`src/rtl/eigen_recomposition_3x3_macros.svh`:
```
// ----------------------------------------------------------------------------
// Assertion macros for the spectral recomposition block
// Clocked, reset-qualified property wrappers used at the end of the top level.
// ----------------------------------------------------------------------------
`ifndef EIGEN_RECOMPOSITION_3X3_MACROS_SVH
`define EIGEN_RECOMPOSITION_3X3_MACROS_SVH

// Same-cycle implication, disabled while reset is asserted.
`define ERC_ASSERT_NOW(label, clk, rst_n, ante, cons, msg) \
    label: assert property (@(posedge clk) disable iff (!rst_n) (ante) |-> (cons)) \
        else $error(msg);

// Next-cycle implication, disabled while reset is asserted.
`define ERC_ASSERT_NEXT(label, clk, rst_n, ante, cons, msg) \
    label: assert property (@(posedge clk) disable iff (!rst_n) (ante) |=> (cons)) \
        else $error(msg);

`endif

```
`src/rtl/erc_pkg.sv`:
```
// ----------------------------------------------------------------------------
// erc_pkg
// Shared widths, types and helpers of the spectral recomposition block.
// ----------------------------------------------------------------------------
package erc_pkg;

    localparam int DIM    = 3;
    localparam int DATA_W = 32;              // Q2.30 word
    localparam int FRAC_W = 30;
    localparam int IDX_W  = 2;               // row / column index
    localparam int TADR_W = 4;               // index into the 3x3 product table
    localparam int OPA_W  = DATA_W + 2;      // V*lambda rounded, kept unsaturated
    localparam int PROD_W = OPA_W + DATA_W;  // full product
    localparam int RND_W  = PROD_W - FRAC_W - 1;  // rounded product, 35 bits
    localparam int ACC_W  = RND_W + 1;       // sum of three rounded terms

    localparam logic [PROD_W-1:0] HALF = PROD_W'(1) << (FRAC_W - 1);

    typedef logic [DIM-1:0][DATA_W-1:0] row_t;

    // Work tag that travels with each product through the shared unit
    typedef struct packed {
        logic              is_b;   // 0: V*lambda pass, 1: final product pass
        logic [IDX_W-1:0]  k;      // summation index
        logic [IDX_W-1:0]  col;    // result column
        logic [TADR_W-1:0] taddr;  // table address for the first pass
    } tag_t;

    function automatic logic [TADR_W-1:0] tidx(input logic [IDX_W-1:0] i,
                                               input logic [IDX_W-1:0] k);
        return TADR_W'(i) * TADR_W'(DIM) + TADR_W'(k);
    endfunction

endpackage

```
`src/rtl/erc_in_if.sv`:
```
// ----------------------------------------------------------------------------
// erc_in_if
// Input channel: one row of the eigenvector matrix plus its eigenvalue.
// ----------------------------------------------------------------------------
interface erc_in_if;
    logic                               valid;
    logic                               ready;
    logic signed [erc_pkg::DATA_W-1:0]  vec_col0;
    logic signed [erc_pkg::DATA_W-1:0]  vec_col1;
    logic signed [erc_pkg::DATA_W-1:0]  vec_col2;
    logic signed [erc_pkg::DATA_W-1:0]  eigen_value;
    logic                               last_row;

    modport source (output valid, vec_col0, vec_col1, vec_col2, eigen_value, last_row,
                    input ready);
    modport sink   (input valid, vec_col0, vec_col1, vec_col2, eigen_value, last_row,
                    output ready);
endinterface

```
`src/rtl/erc_out_if.sv`:
```
// ----------------------------------------------------------------------------
// erc_out_if
// Output channel: one row of the rebuilt matrix with status bits.
// ----------------------------------------------------------------------------
interface erc_out_if;
    logic                               valid;
    logic                               ready;
    logic signed [erc_pkg::DATA_W-1:0]  out_col0;
    logic signed [erc_pkg::DATA_W-1:0]  out_col1;
    logic signed [erc_pkg::DATA_W-1:0]  out_col2;
    logic        [erc_pkg::IDX_W-1:0]   out_row;
    logic                               saturated;
    logic                               out_last;

    modport source (output valid, out_col0, out_col1, out_col2, out_row, saturated,
                    out_last, input ready);
    modport sink   (input valid, out_col0, out_col1, out_col2, out_row, saturated,
                    out_last, output ready);
endinterface

```
`src/rtl/erc_mulrnd.sv`:
```
// ----------------------------------------------------------------------------
// erc_mulrnd
// Shared multiplier with round-to-nearest (ties away from zero) by 2^30.
// ----------------------------------------------------------------------------
module erc_mulrnd (
    input  logic                              clk,
    input  logic                              rst_n,
    input  logic                              op_valid,
    input  logic signed [erc_pkg::OPA_W-1:0]  op_a,
    input  logic signed [erc_pkg::DATA_W-1:0] op_b,
    input  erc_pkg::tag_t                     op_tag,
    output logic                              res_valid,
    output logic signed [erc_pkg::RND_W-1:0]  res,
    output erc_pkg::tag_t                     res_tag,
    output logic                              busy
);

    logic                              prod_valid_reg;
    logic signed [erc_pkg::PROD_W-1:0] prod_reg;
    erc_pkg::tag_t                     prod_tag_reg;
    logic                              res_valid_reg;
    logic signed [erc_pkg::RND_W-1:0]  res_reg;
    erc_pkg::tag_t                     res_tag_reg;
    logic        [erc_pkg::PROD_W-1:0] bias_sum;

    // Floor of (p + half - sign) / 2^30 rounds ties away from zero
    assign bias_sum = prod_reg + erc_pkg::HALF
                    - erc_pkg::PROD_W'(prod_reg[erc_pkg::PROD_W-1]);

    always_ff @(posedge clk or negedge rst_n)
    begin
        if (!rst_n)
        begin
            prod_valid_reg <= 1'b0;
            res_valid_reg  <= 1'b0;
        end
        else
        begin
            prod_valid_reg <= op_valid;
            res_valid_reg  <= prod_valid_reg;
        end
    end

    always_ff @(posedge clk)
    begin
        prod_reg     <= erc_pkg::PROD_W'(op_a) * erc_pkg::PROD_W'(op_b);
        prod_tag_reg <= op_tag;
        res_reg      <= $signed(bias_sum[erc_pkg::FRAC_W+erc_pkg::RND_W-1:erc_pkg::FRAC_W]);
        res_tag_reg  <= prod_tag_reg;
    end

    assign res_valid = res_valid_reg;
    assign res       = res_reg;
    assign res_tag   = res_tag_reg;
    assign busy      = prod_valid_reg | res_valid_reg;

endmodule

```
`src/rtl/eigen_recomposition_3x3.sv`:
```
// ----------------------------------------------------------------------------
// eigen_recomposition_3x3
// Rebuilds a symmetric 3x3 matrix B = V * diag(lambda) * V^T in Q2.30.
// ----------------------------------------------------------------------------
// Each input word carries one row of V and the eigenvalue of the column with
// the same index. An ordinary row is taken and stored; a fourth
// or later row before the last mark is dropped. The row marked last starts
// the computation and the block stops taking words until the final result
// row has been handed to the output register. All products go through one
// shared 34x32 multiplier with a rounding stage: first nine products
// t[i][k] = round(V[i][k]*lambda[k]) fill a small table, then each result
// row takes nine products round(t[i][k]*V[j][k]), summed per column and
// saturated to Q2.30. The table pass ends with a drain of the multiplier
// pipeline before the result rows start, and each result row drains the
// pipeline before it is handed on. A result row waits in the output
// register while the next one is computed.
// ----------------------------------------------------------------------------
`include "eigen_recomposition_3x3_macros.svh"

module eigen_recomposition_3x3 (
    input logic     clk,
    input logic     rst_n,
    erc_in_if.sink  eig,
    erc_out_if.source mat
);

    localparam logic [2:0] ST_IDLE    = 3'd0;   // take input rows
    localparam logic [2:0] ST_T       = 3'd1;   // issue V*lambda products
    localparam logic [2:0] ST_DRAIN   = 3'd2;   // let the table pass finish
    localparam logic [2:0] ST_B       = 3'd3;   // issue products of one result row
    localparam logic [2:0] ST_ROWWAIT = 3'd4;   // finish row, hand to output

    localparam int DW = erc_pkg::DATA_W;
    localparam int IW = erc_pkg::IDX_W;
    localparam logic [IW-1:0] LAST_IDX = IW'(erc_pkg::DIM - 1);

    // Control state
    logic [2:0]     state_reg, state_next;
    logic [IW-1:0]  row_count_reg, row_count_next;   // holds DIM when full
    logic [IW-1:0]  cnt_o_reg, cnt_o_next;           // outer index i or j
    logic [IW-1:0]  cnt_k_reg, cnt_k_next;           // summation index
    logic [IW-1:0]  row_reg, row_next;               // result row in progress

    // Storage
    erc_pkg::row_t                  vec_mem [erc_pkg::DIM];
    logic [DW-1:0]                  val_mem [erc_pkg::DIM];
    logic [erc_pkg::OPA_W-1:0]      t_mem   [erc_pkg::DIM*erc_pkg::DIM];

    // Read stage
    erc_pkg::row_t                  vec_a_reg, vec_b_reg;
    logic [DW-1:0]                  val_rd_reg;
    logic [erc_pkg::OPA_W-1:0]      t_rd_reg;
    logic                           rd_valid_reg;
    erc_pkg::tag_t                  rd_tag_reg;
    logic [IW-1:0]                  addr_a;
    erc_pkg::tag_t                  iss_tag;
    logic                           issuing;

    // Shared unit
    logic signed [erc_pkg::OPA_W-1:0] op_a;
    logic signed [DW-1:0]             op_b;
    logic                             u_valid;
    logic signed [erc_pkg::RND_W-1:0] u_res;
    erc_pkg::tag_t                    u_tag;
    logic                             u_busy;
    logic                             pipe_busy;

    // Accumulate and staging
    logic signed [erc_pkg::ACC_W-1:0] acc_reg, acc_next, acc_base;
    logic                             clip;
    logic [DW-1:0]                    sat_val;
    logic [DW-1:0]                    stage_col_reg [erc_pkg::DIM];
    logic                             stage_sat_reg;

    // Output register
    logic                             out_valid_reg;
    logic [DW-1:0]                    out_col_reg [erc_pkg::DIM];
    logic [IW-1:0]                    out_row_reg;
    logic                             out_sat_reg;
    logic                             out_last_reg;

    logic in_take, out_free, load_out, store_row;

    assign in_take   = eig.valid && eig.ready;
    assign store_row = in_take && (row_count_reg != IW'(erc_pkg::DIM));
    assign out_free  = !out_valid_reg || mat.ready;
    assign pipe_busy = rd_valid_reg || u_busy;
    assign load_out  = (state_reg == ST_ROWWAIT) && !pipe_busy && out_free;
    assign issuing   = (state_reg == ST_T) || (state_reg == ST_B);

    // ------------------------------------------------------------------
    // Sequencer
    // ------------------------------------------------------------------
    always_comb
    begin
        state_next     = state_reg;
        row_count_next = row_count_reg;
        cnt_o_next     = cnt_o_reg;
        cnt_k_next     = cnt_k_reg;
        row_next       = row_reg;
        case (state_reg)
            ST_IDLE:
            begin
                if (in_take)
                begin
                    if (store_row)
                        row_count_next = row_count_reg + IW'(1);
                    if (eig.last_row)
                    begin
                        row_count_next = '0;
                        cnt_o_next     = '0;
                        cnt_k_next     = '0;
                        state_next     = ST_T;
                    end
                end
            end
            ST_T, ST_B:
            begin
                // Walk k inside the outer index; leave after the last pair
                if (cnt_k_reg == LAST_IDX)
                begin
                    cnt_k_next = '0;
                    cnt_o_next = cnt_o_reg + IW'(1);
                    if (cnt_o_reg == LAST_IDX)
                    begin
                        cnt_o_next = '0;
                        state_next = (state_reg == ST_T) ? ST_DRAIN : ST_ROWWAIT;
                    end
                end
                else
                begin
                    cnt_k_next = cnt_k_reg + IW'(1);
                end
            end
            ST_DRAIN:
            begin
                if (!pipe_busy)
                begin
                    row_next   = '0;
                    state_next = ST_B;
                end
            end
            ST_ROWWAIT:
            begin
                if (load_out)
                begin
                    if (row_reg == LAST_IDX)
                    begin
                        state_next = ST_IDLE;
                    end
                    else
                    begin
                        row_next   = row_reg + IW'(1);
                        state_next = ST_B;
                    end
                end
            end
            default:
            begin
                state_next = ST_IDLE;
            end
        endcase
    end

    always_ff @(posedge clk or negedge rst_n)
    begin
        if (!rst_n)
        begin
            state_reg     <= ST_IDLE;
            row_count_reg <= '0;
            cnt_o_reg     <= '0;
            cnt_k_reg     <= '0;
            row_reg       <= '0;
            rd_valid_reg  <= 1'b0;
        end
        else
        begin
            state_reg     <= state_next;
            row_count_reg <= row_count_next;
            cnt_o_reg     <= cnt_o_next;
            cnt_k_reg     <= cnt_k_next;
            row_reg       <= row_next;
            rd_valid_reg  <= issuing;
        end
    end

    // ------------------------------------------------------------------
    // Memories: one write port, registered reads
    // ------------------------------------------------------------------
    assign addr_a = (state_reg == ST_T) ? cnt_o_reg : row_reg;

    always_comb
    begin
        iss_tag.is_b  = (state_reg == ST_B);
        iss_tag.k     = cnt_k_reg;
        iss_tag.col   = cnt_o_reg;
        iss_tag.taddr = erc_pkg::tidx(cnt_o_reg, cnt_k_reg);
    end

    always_ff @(posedge clk)
    begin
        if (store_row)
        begin
            vec_mem[row_count_reg] <= {eig.vec_col2, eig.vec_col1, eig.vec_col0};
            val_mem[row_count_reg] <= eig.eigen_value;
        end
        vec_a_reg  <= vec_mem[addr_a];
        vec_b_reg  <= vec_mem[cnt_o_reg];
        val_rd_reg <= val_mem[cnt_k_reg];
        rd_tag_reg <= iss_tag;
    end

    always_ff @(posedge clk)
    begin
        if (u_valid && !u_tag.is_b)
            t_mem[u_tag.taddr] <= u_res[erc_pkg::OPA_W-1:0];
        t_rd_reg <= t_mem[erc_pkg::tidx(row_reg, cnt_k_reg)];
    end

    // ------------------------------------------------------------------
    // Operand select and shared multiplier
    // ------------------------------------------------------------------
    always_comb
    begin
        if (rd_tag_reg.is_b)
        begin
            op_a = $signed(t_rd_reg);
            op_b = $signed(vec_b_reg[rd_tag_reg.k]);
        end
        else
        begin
            op_a = erc_pkg::OPA_W'($signed(vec_a_reg[rd_tag_reg.k]));
            op_b = $signed(val_rd_reg);
        end
    end

    erc_mulrnd u_mulrnd (
        .clk       (clk),
        .rst_n     (rst_n),
        .op_valid  (rd_valid_reg),
        .op_a      (op_a),
        .op_b      (op_b),
        .op_tag    (rd_tag_reg),
        .res_valid (u_valid),
        .res       (u_res),
        .res_tag   (u_tag),
        .busy      (u_busy)
    );

    // ------------------------------------------------------------------
    // Accumulate three terms per entry, saturate on the third
    // ------------------------------------------------------------------
    assign acc_base = (u_tag.k == '0) ? '0 : acc_reg;
    assign acc_next = acc_base + erc_pkg::ACC_W'(u_res);
    // Clip when the bits above the Q2.30 sign do not all match it
    assign clip     = (acc_next[erc_pkg::ACC_W-1:DW-1] != '0)
                   && (acc_next[erc_pkg::ACC_W-1:DW-1] != '1);
    assign sat_val  = clip ? {acc_next[erc_pkg::ACC_W-1], {(DW-1){!acc_next[erc_pkg::ACC_W-1]}}}
                           : acc_next[DW-1:0];

    always_ff @(posedge clk)
    begin
        if (u_valid && u_tag.is_b)
        begin
            acc_reg <= acc_next;
            if (u_tag.k == LAST_IDX)
                stage_col_reg[u_tag.col] <= sat_val;
        end
        if (load_out)
        begin
            for (int c = 0; c < erc_pkg::DIM; c++)
                out_col_reg[c] <= stage_col_reg[c];
            out_row_reg  <= row_reg;
            out_sat_reg  <= stage_sat_reg;
            out_last_reg <= (row_reg == LAST_IDX);
        end
    end

    always_ff @(posedge clk or negedge rst_n)
    begin
        if (!rst_n)
        begin
            stage_sat_reg <= 1'b0;
            out_valid_reg <= 1'b0;
        end
        else
        begin
            // Drop the flag once its row moves out; collect clips otherwise
            if (load_out)
                stage_sat_reg <= 1'b0;
            else if (u_valid && u_tag.is_b && (u_tag.k == LAST_IDX))
                stage_sat_reg <= stage_sat_reg | clip;
            if (load_out)
                out_valid_reg <= 1'b1;
            else if (mat.ready)
                out_valid_reg <= 1'b0;
        end
    end

    // ------------------------------------------------------------------
    // Ports
    // ------------------------------------------------------------------
    assign eig.ready     = (state_reg == ST_IDLE);
    assign mat.valid     = out_valid_reg;
    assign mat.out_col0  = $signed(out_col_reg[0]);
    assign mat.out_col1  = $signed(out_col_reg[1]);
    assign mat.out_col2  = $signed(out_col_reg[2]);
    assign mat.out_row   = out_row_reg;
    assign mat.saturated = out_sat_reg;
    assign mat.out_last  = out_last_reg;

    // ------------------------------------------------------------------
    // Assertions
    // ------------------------------------------------------------------
    `ERC_ASSERT_NOW(a_idle_pipe_empty, clk, rst_n, rd_valid_reg, state_reg != ST_IDLE, "multiplier issued while taking input rows")
    `ERC_ASSERT_NEXT(a_row_count_moves, clk, rst_n, in_take && !eig.last_row, row_count_reg != '0, "ordinary row left row count at zero")
    `ERC_ASSERT_NOW(a_table_pass_phase, clk, rst_n, u_valid && !u_tag.is_b, (state_reg == ST_T) || (state_reg == ST_DRAIN), "table product outside the table pass")
    `ERC_ASSERT_NEXT(a_row_waits_for_slot, clk, rst_n, (state_reg == ST_ROWWAIT) && out_valid_reg && !mat.ready, state_reg == ST_ROWWAIT, "result row left while output slot full")

endmodule
```
`src/flat_wrapper.sv`:
```
// flat-port wrapper written by rule: the top's interface ports become plain ports
module eigen_recomposition_3x3_flat 
  (clk, rst_n, eig_valid, eig_vec_col0, eig_vec_col1, eig_vec_col2, eig_eigen_value, eig_last_row, eig_ready, mat_valid, mat_out_col0, mat_out_col1, mat_out_col2, mat_out_row, mat_saturated, mat_out_last, mat_ready);
  erc_in_if eig_i ();
  erc_out_if mat_i ();
  input logic clk;
  input logic rst_n;
  input wire logic [$bits(eig_i.valid)-1:0] eig_valid;
  input wire logic [$bits(eig_i.vec_col0)-1:0] eig_vec_col0;
  input wire logic [$bits(eig_i.vec_col1)-1:0] eig_vec_col1;
  input wire logic [$bits(eig_i.vec_col2)-1:0] eig_vec_col2;
  input wire logic [$bits(eig_i.eigen_value)-1:0] eig_eigen_value;
  input wire logic [$bits(eig_i.last_row)-1:0] eig_last_row;
  output wire logic [$bits(eig_i.ready)-1:0] eig_ready;
  output wire logic [$bits(mat_i.valid)-1:0] mat_valid;
  output wire logic [$bits(mat_i.out_col0)-1:0] mat_out_col0;
  output wire logic [$bits(mat_i.out_col1)-1:0] mat_out_col1;
  output wire logic [$bits(mat_i.out_col2)-1:0] mat_out_col2;
  output wire logic [$bits(mat_i.out_row)-1:0] mat_out_row;
  output wire logic [$bits(mat_i.saturated)-1:0] mat_saturated;
  output wire logic [$bits(mat_i.out_last)-1:0] mat_out_last;
  input wire logic [$bits(mat_i.ready)-1:0] mat_ready;
  assign eig_i.valid = eig_valid;
  assign eig_i.vec_col0 = eig_vec_col0;
  assign eig_i.vec_col1 = eig_vec_col1;
  assign eig_i.vec_col2 = eig_vec_col2;
  assign eig_i.eigen_value = eig_eigen_value;
  assign eig_i.last_row = eig_last_row;
  assign eig_ready = eig_i.ready;
  assign mat_valid = mat_i.valid;
  assign mat_out_col0 = mat_i.out_col0;
  assign mat_out_col1 = mat_i.out_col1;
  assign mat_out_col2 = mat_i.out_col2;
  assign mat_out_row = mat_i.out_row;
  assign mat_saturated = mat_i.saturated;
  assign mat_out_last = mat_i.out_last;
  assign mat_i.ready = mat_ready;
  eigen_recomposition_3x3 u_core (.clk(clk), .rst_n(rst_n), .eig(eig_i), .mat(mat_i));
endmodule
```
`config.mk`:
```
export PLATFORM = sky130hd
export DESIGN_NAME = eigen_recomposition_3x3_flat
export DESIGN_NICKNAME = d
export VERILOG_FILES = /design/src/rtl/erc_pkg.sv /design/src/rtl/erc_in_if.sv /design/src/rtl/erc_out_if.sv /design/src/rtl/erc_mulrnd.sv /design/src/rtl/eigen_recomposition_3x3.sv /design/src/flat_wrapper.sv
export VERILOG_INCLUDE_DIRS = /design/src /design/src/rtl
export SDC_FILE = /design/constraint.sdc
export NUM_CORES = 2
export LEC_CHECK = 0
export BUFFER_PORTS_ARGS = -buffer_cell sky130_fd_sc_hd__clkbuf_2
export CAP_MARGIN = 10
export CORE_ASPECT_RATIO = 1.25
export CORE_UTILIZATION = 62
export DETAILED_ROUTE_END_ITERATION = 8
export PLACE_DENSITY_LB_ADDON = 0.08
export SKIP_LAST_GASP = 1
export SYNTH_ARGS = -nofsm -noshare
export SYNTH_HDL_FRONTEND = slang
export SYNTH_SLANG_ARGS = --single-unit
```
`constraint.sdc`:
```
create_clock -name clk -period 11.2 [get_ports clk]
set_input_delay 0.56 -clock clk [delete_from_list [all_inputs] [get_ports clk]]
set_output_delay 0.56 -clock clk [all_outputs]
set_load 0.05 [all_outputs]
```
* Word-level counts from Yosys, hierarchy flattened
Memory sizes are Yosys's and may differ from the RTL's. A register that Yosys moved wholly into a read port is not among the register bits.
Cells that the tools add are included.
** Word-level totals
- Bits in registers :: 184
- Bits of input ports :: 133
- Memories kept :: 5
- Bits in writable memories :: 882
- Word-level logic and storage cells :: 138
** Cells by class
- $mul :: 3
- Add/subtract/negate cells :: 9
- Reductions and logical operators :: 29
- Bitwise operators :: 2
- Order comparisons :: 1
- Muxes and demuxes :: 44
- Equal/unequal tests :: 17
** Memories
- u_core.t_mem :: words 9, width 34, rd ports 1, clocked after memory_dff 1, write ports 1, RTL line eigen_recomposition_3x3.sv:47 : logic [erc_pkg::OPA_W-1:0] t_mem [erc_pkg::DIM*erc_pkg::DIM];
- u_core.vec_mem :: words 3, width 96, rd ports 2, clocked after memory_dff 2, write ports 1, RTL line eigen_recomposition_3x3.sv:45 : erc_pkg::row_t vec_mem [erc_pkg::DIM];
- u_core.out_col_reg :: words 3, width 32, rd ports 3, clocked after memory_dff 0, write ports 3, RTL line eigen_recomposition_3x3.sv:77 : logic [DW-1:0] out_col_reg [erc_pkg::DIM];
- u_core.stage_col_reg :: words 3, width 32, rd ports 3, clocked after memory_dff 0, write ports 1, RTL line eigen_recomposition_3x3.sv:72 : logic [DW-1:0] stage_col_reg [erc_pkg::DIM];
- u_core.val_mem :: words 3, width 32, rd ports 1, clocked after memory_dff 1, write ports 1, RTL line eigen_recomposition_3x3.sv:46 : logic [DW-1:0] val_mem [erc_pkg::DIM];
** Operator list (count)
- 32-bit binary-select mux with 2-bit select :: 2
- 32-bit two-way mux :: 4
- 34-bit by 32-bit multiplier with 66-bit output :: 1
- 65-bit by 30-bit adder with 65-bit output (second input constant) :: 1
- 65-bit by 1-bit subtractor with 65-bit output :: 1
- 36-bit by 35-bit adder with 36-bit output :: 1
- 36-bit two-way mux :: 1
- 34-bit two-way mux :: 1
- 2-bit two-way mux :: 12
- 3-bit two-way mux :: 7
- 1-bit two-way mux :: 13
- 2-bit case mux with 2 select lines :: 3
- 3-bit case mux with 4 select lines :: 1
- 2-bit != test (second input constant) :: 5
- 2-bit nonzero test :: 5
- 2-bit by 1-bit adder with 2-bit output (second input constant) :: 4
- 4-bit by 2-bit adder with 4-bit output :: 2
- 2-bit == test (second input constant) :: 4
- 1-bit logical AND :: 8
- 2-bit by 2-bit multiplier with 4-bit output (second input constant) :: 2
- 4-bit AND reduction :: 2
- 3-bit by 2-bit == test with 1-bit output (second input constant) :: 2
- 2-bit by 1-bit != test with 1-bit output (second input constant) :: 3
- 3-bit AND reduction :: 2
- 12 further kinds :: 18

* Depth between registers and ports, before layout
- Depth in word-level cells :: 8
- Mapped depth :: 36

* By module
Synthesis repeated with hierarchy kept, for this count alone.
** Unflattened totals
- Cells, all modules :: 7665
- Area, all modules :: 89320.7 sq um
** Modules (own cells, without submodules)
- eigen_recomposition_3x3 :: cells each 2977, area an instance 45590.0 sq um, instances 1, sequential area each 33382.0 sq um
- erc_mulrnd :: cells each 4688, area an instance 43730.7 sq um, instances 1, sequential area each 2432.3 sq um

* Worst setup path before layout
OpenSTA, ideal clock, no wires.
- Path type :: register to register
- From :: reg u_core.rd_tag_reg[7] in the netlist's numbering
- To :: reg u_core.u_mulrnd.prod_reg[65] in the netlist's numbering
- Data required time :: 11079 ps
- Clock period less this slack :: 9117 ps
- Data arrival time :: 8996 ps
- Path buffers :: 5
- Stages on the path, launching flop included :: 33
- Path slack :: 2083 ps
- Path through :: dfxtp_1 clkbuf_1 buf_1 buf_2 mux2i_1 o211ai_1 o21ai_1 clkbuf_1 nor2_1 ha_1 fa_1 fa_1 fa_1 inv_1 fa_1 inv_1 fa_1 inv_1 fa_1 inv_1 fa_1 ha_1 clkbuf_1 a21oi_1 o21ba_2 nor2_1 a211oi_1 o21bai_1 a21oi_1 o21bai_1 a21oi_1 o21ai_0 xnor2_1
** Between the ends
- Cells in the longest elaborated chain, start to end :: 4
- Elaborated cells between the ends (all ways) :: 7
- Classes of those cells :: 1 x mul; 6 x mux
** RTL lines
- from (decl) :: RTL line eigen_recomposition_3x3.sv:54 : erc_pkg::tag_t rd_tag_reg;
- from (signal assigned) :: RTL line eigen_recomposition_3x3.sv:210 : rd_tag_reg <= iss_tag;
- 32-bit binary-select mux with 2-bit select (on tied branches) :: RTL line eigen_recomposition_3x3.sv:232, eigen_recomposition_3x3.sv:228
- 32-bit two-way mux (on tied branches) :: RTL line eigen_recomposition_3x3.sv:232, eigen_recomposition_3x3.sv:228
- 34-bit two-way mux / 32-bit two-way mux (equally long branches) :: RTL line eigen_recomposition_3x3.sv:225 : if (rd_tag_reg.is_b)
- 34-bit by 32-bit multiplier with 66-bit output * :: RTL line erc_mulrnd.sv:46 : prod_reg <= erc_pkg::PROD_W'(op_a) * erc_pkg::PROD_W'(op_b);
- to (signal assigned) :: RTL line erc_mulrnd.sv:46
- to (decl) :: RTL line erc_mulrnd.sv:19 : logic signed [erc_pkg::PROD_W-1:0] prod_reg;
Mark *: on every way between the ends. The rest lies on a longest branch, timed or not. The select of a mux whose other input is x is not followed.
A chain may end at the register's enable or synchronous reset.

* Final worst setup path
Same ends and word-level chain as after synthesis.

==> flow_summary.ini <==
[outcome]
status = finished, final reports clean

[grt]
antenna_found_initial = 35
grt_pass1_vias = 62000
overflow = 0
grt_usage_pct = 38.1
grt_max_degree = 193
grt_pass1_wl_mm = 393

[worst_setup_path]
slowest_delay_ns = 0.93
critPathMaxFanout = 33
cp.required_ns = 11.82
cp-start-kind = register
crit_family = adder cells
cpMostUsedCell = fa_1
worstSetupEndpointType = register
cp.buffers_inverters = 7
arrival_ns = 11.15
reg2reg_slack_ns = 0.67
slowest_stage = nor2_1
critPathKind = reg -> reg

[routing]
ant_nets = 0
vias = 59300
dr.pass1.iters = 8
drt_wl_total_mm = 264
wl_per_cell_um = 26.7
drc = 0
top_layer_used = met5
met3_length_mm = 26.6
dr.first_iter.drc_count = 5669
vias_per_cell = 5.99
drt-met1-wl_mm = 92.5
wl_met2_mm = 123

[cts]
clock_sinks = 1324
htree_levels = 4
clk_latency_ns = 0.82
clockRootBuffer = clkbuf_16
cts_max_path_buffers = 3
postCtsSetupRepairBufs = 0
cts_tree = done
cts_resized = 0
cts-buffers-inserted = 130
clk_pin_slew_ns = 0.06
holdBufCountCts = 119

[timing]
fin_crit_sh_pct = 94.0
finClkSkew_ns = 0.0791
hold_violations = 0
slew_headroom_pct = 4.54
maxClockFrequency_ghz = 0.0949
whs_ns = 0.0282
tightest_slew_ns = 1.43
rsz0062_at_grt = no
setup_viol = 0
slew_viol_final = 0
finalSetupTns_ns = 0
period_minus_slack_ns = 10.53

[synth]
async_reset_ff_share_pct = 1.21
synth_area_sq_mm = 0.0876
yosysUniqueCellTypes = 76
syn_inst = 7580
synth_top_area_cell = edfxtp_1
syn_avg_cell_area_sq_um = 11.6
synth_area_leaders = edfxtp_1 (32%), fa_1 (26%), dfxtp_1 (8.8%)
ys.warnings.count = 0
synth-main-ff-cell = edfxtp_1
synth.most_common_cell = fa_1
seq_area_frac_synth_pct = 40.9
synth_fp_nets = 9158
ys_seq_elements = 1324
synth_edf_count = 922
yosysTopAreaCellShare_pct = 31.6
ys_top_cells_by_count = fa_1 (1147), inv_1 (1138), edfxtp_1 (922), nor2_1 (794), nand2_1 (782)

[layout]
drive_gt1_share_pct = 9.76
largest-register = u_core.t_mem
largest_register_ffs = 306
fin_area_sq_mm = 0.0973
largestRegisters = u_core.t_mem: 306 flops, u_core.vec_mem: 288 flops
fin_util_pct = 69.6
nets = 9479
areaGrowthSynthToFinish_pct = 11.0

[place]
port_buffers = 234
dpl_cell_area_sq_mm = 0.0916
dpl.hpwl_mm = 196
gp_congestion = 1.02

[flow_run]
drv_cap = 0

[die]
rows = 153
coreArea_sq_mm = 0.140
io_pins = 235
dieArea_sq_mm = 0.143
start_util_pct = 62.7
die_h_um = 422
die_w_um = 338

[worst_hold_path]
hold_class = in -> reg
==> cell usage in the layout, fill, tap and decap left out, types with 25 or more instances in the layout <==
| cell type | netlist | routed |
|---|---|---|
| fa_1 | 1147 | 1146 |
| inv_1 | 1138 | 1138 |
| edfxtp_1 | 922 | 922 |
| nor2_1 | 794 | 787 |
| nand2_1 | 782 | 782 |
| dfxtp_1 | 386 | 383 |
| mux2i_1 | 355 | 344 |
| o21ai_0 | 306 | 304 |
| ha_1 | 298 | 296 |
| a21oi_1 | 276 | 260 |
| clkbuf_2 | 3 | 234 |
| buf_4 | 0 | 165 |
| clkbuf_16 | 0 | 136 |
| dlygate4sd3_1 | 0 | 119 |
| a21o_1 | 107 | 107 |
| xnor2_1 | 88 | 86 |
| mux4_2 | 68 | 68 |
| nor2b_1 | 60 | 59 |
| nand2b_1 | 51 | 51 |
| xor2_1 | 46 | 45 |
| clkbuf_1 | 285 | 37 |
| nor3_1 | 35 | 32 |
| mux2_2 | 31 | 31 |
| nand3_1 | 30 | 30 |
| diode_2 | 0 | 26 |
| o21bai_1 | 25 | 25 |
| and2_1 | 28 | 25 |
==> worst paths after layout <==
check / start / to / cells past startpoint
hold / removal: eig_vec_col1[15] / u_core.vec_mem[2][47] / 1
max in group asynchronous: rst_n / u_core.cnt_o_reg[1] / 2
hold reg to reg: u_core.u_mulrnd.prod_tag_reg[5] / u_core.u_mulrnd.res_tag[5] / 0
setup / recovery: u_core.rd_tag_reg[7] / u_core.u_mulrnd.prod_reg[65] / 31
min in group asynchronous: rst_n / u_core.stage_sat_reg / 2
setup reg to reg: u_core.rd_tag_reg[7] / u_core.u_mulrnd.prod_reg[65] / 31
==> cell families after synthesis <==
kind of cell / share of synthesized area [%]
compound gates: 6.06
mux: 6.20
buf+inv: 6.32
simple gates: 8.74
fa+ha+maj: 30.5
flops: 40.9
xor+xnor: 1.34
==> final cells by class <==
| type | count | area, sq um |
|---|---|---|
| Antenna cell | 26 | 65.1 |
| Clock buffer | 185 | 3710 |
| Clock inverter | 55 | 682 |
| Fill cell | 10100 | 42500 |
| Inverter | 1138 | 4270 |
| Multi-Input combinational cell | 4785 | 46700 |
| Sequential cell | 1324 | 35800 |
| Tap cell | 1860 | 2330 |
| Timing Repair Buffer | 522 | 3680 |
==> per-layer routing <==
| layer | up-vias | global-route usage, % |
|---|---|---|
| met5 | - | 0.134 |
| met4 | 16 | 26.5 |
| met3 | 966 | 11.2 |
| met2 | 3100 | 60.2 |
| met1 | 30000 | 44.9 |
| li1 | 25200 | - |
==> stage by stage <==
stage / cells / setup slack, ns
global placement: 9508 / 1.09
floorplan: 7580 / 2.08
global route: 9885 / 0.128
finish: 9895 / 0.667
CTS: 9867 / 1.02
detailed placement: 9508 / 1.08
Power is left out: the tool's default activity adds up to more than one toggle a clock period on the data nets, which glitch-free logic cannot reach.
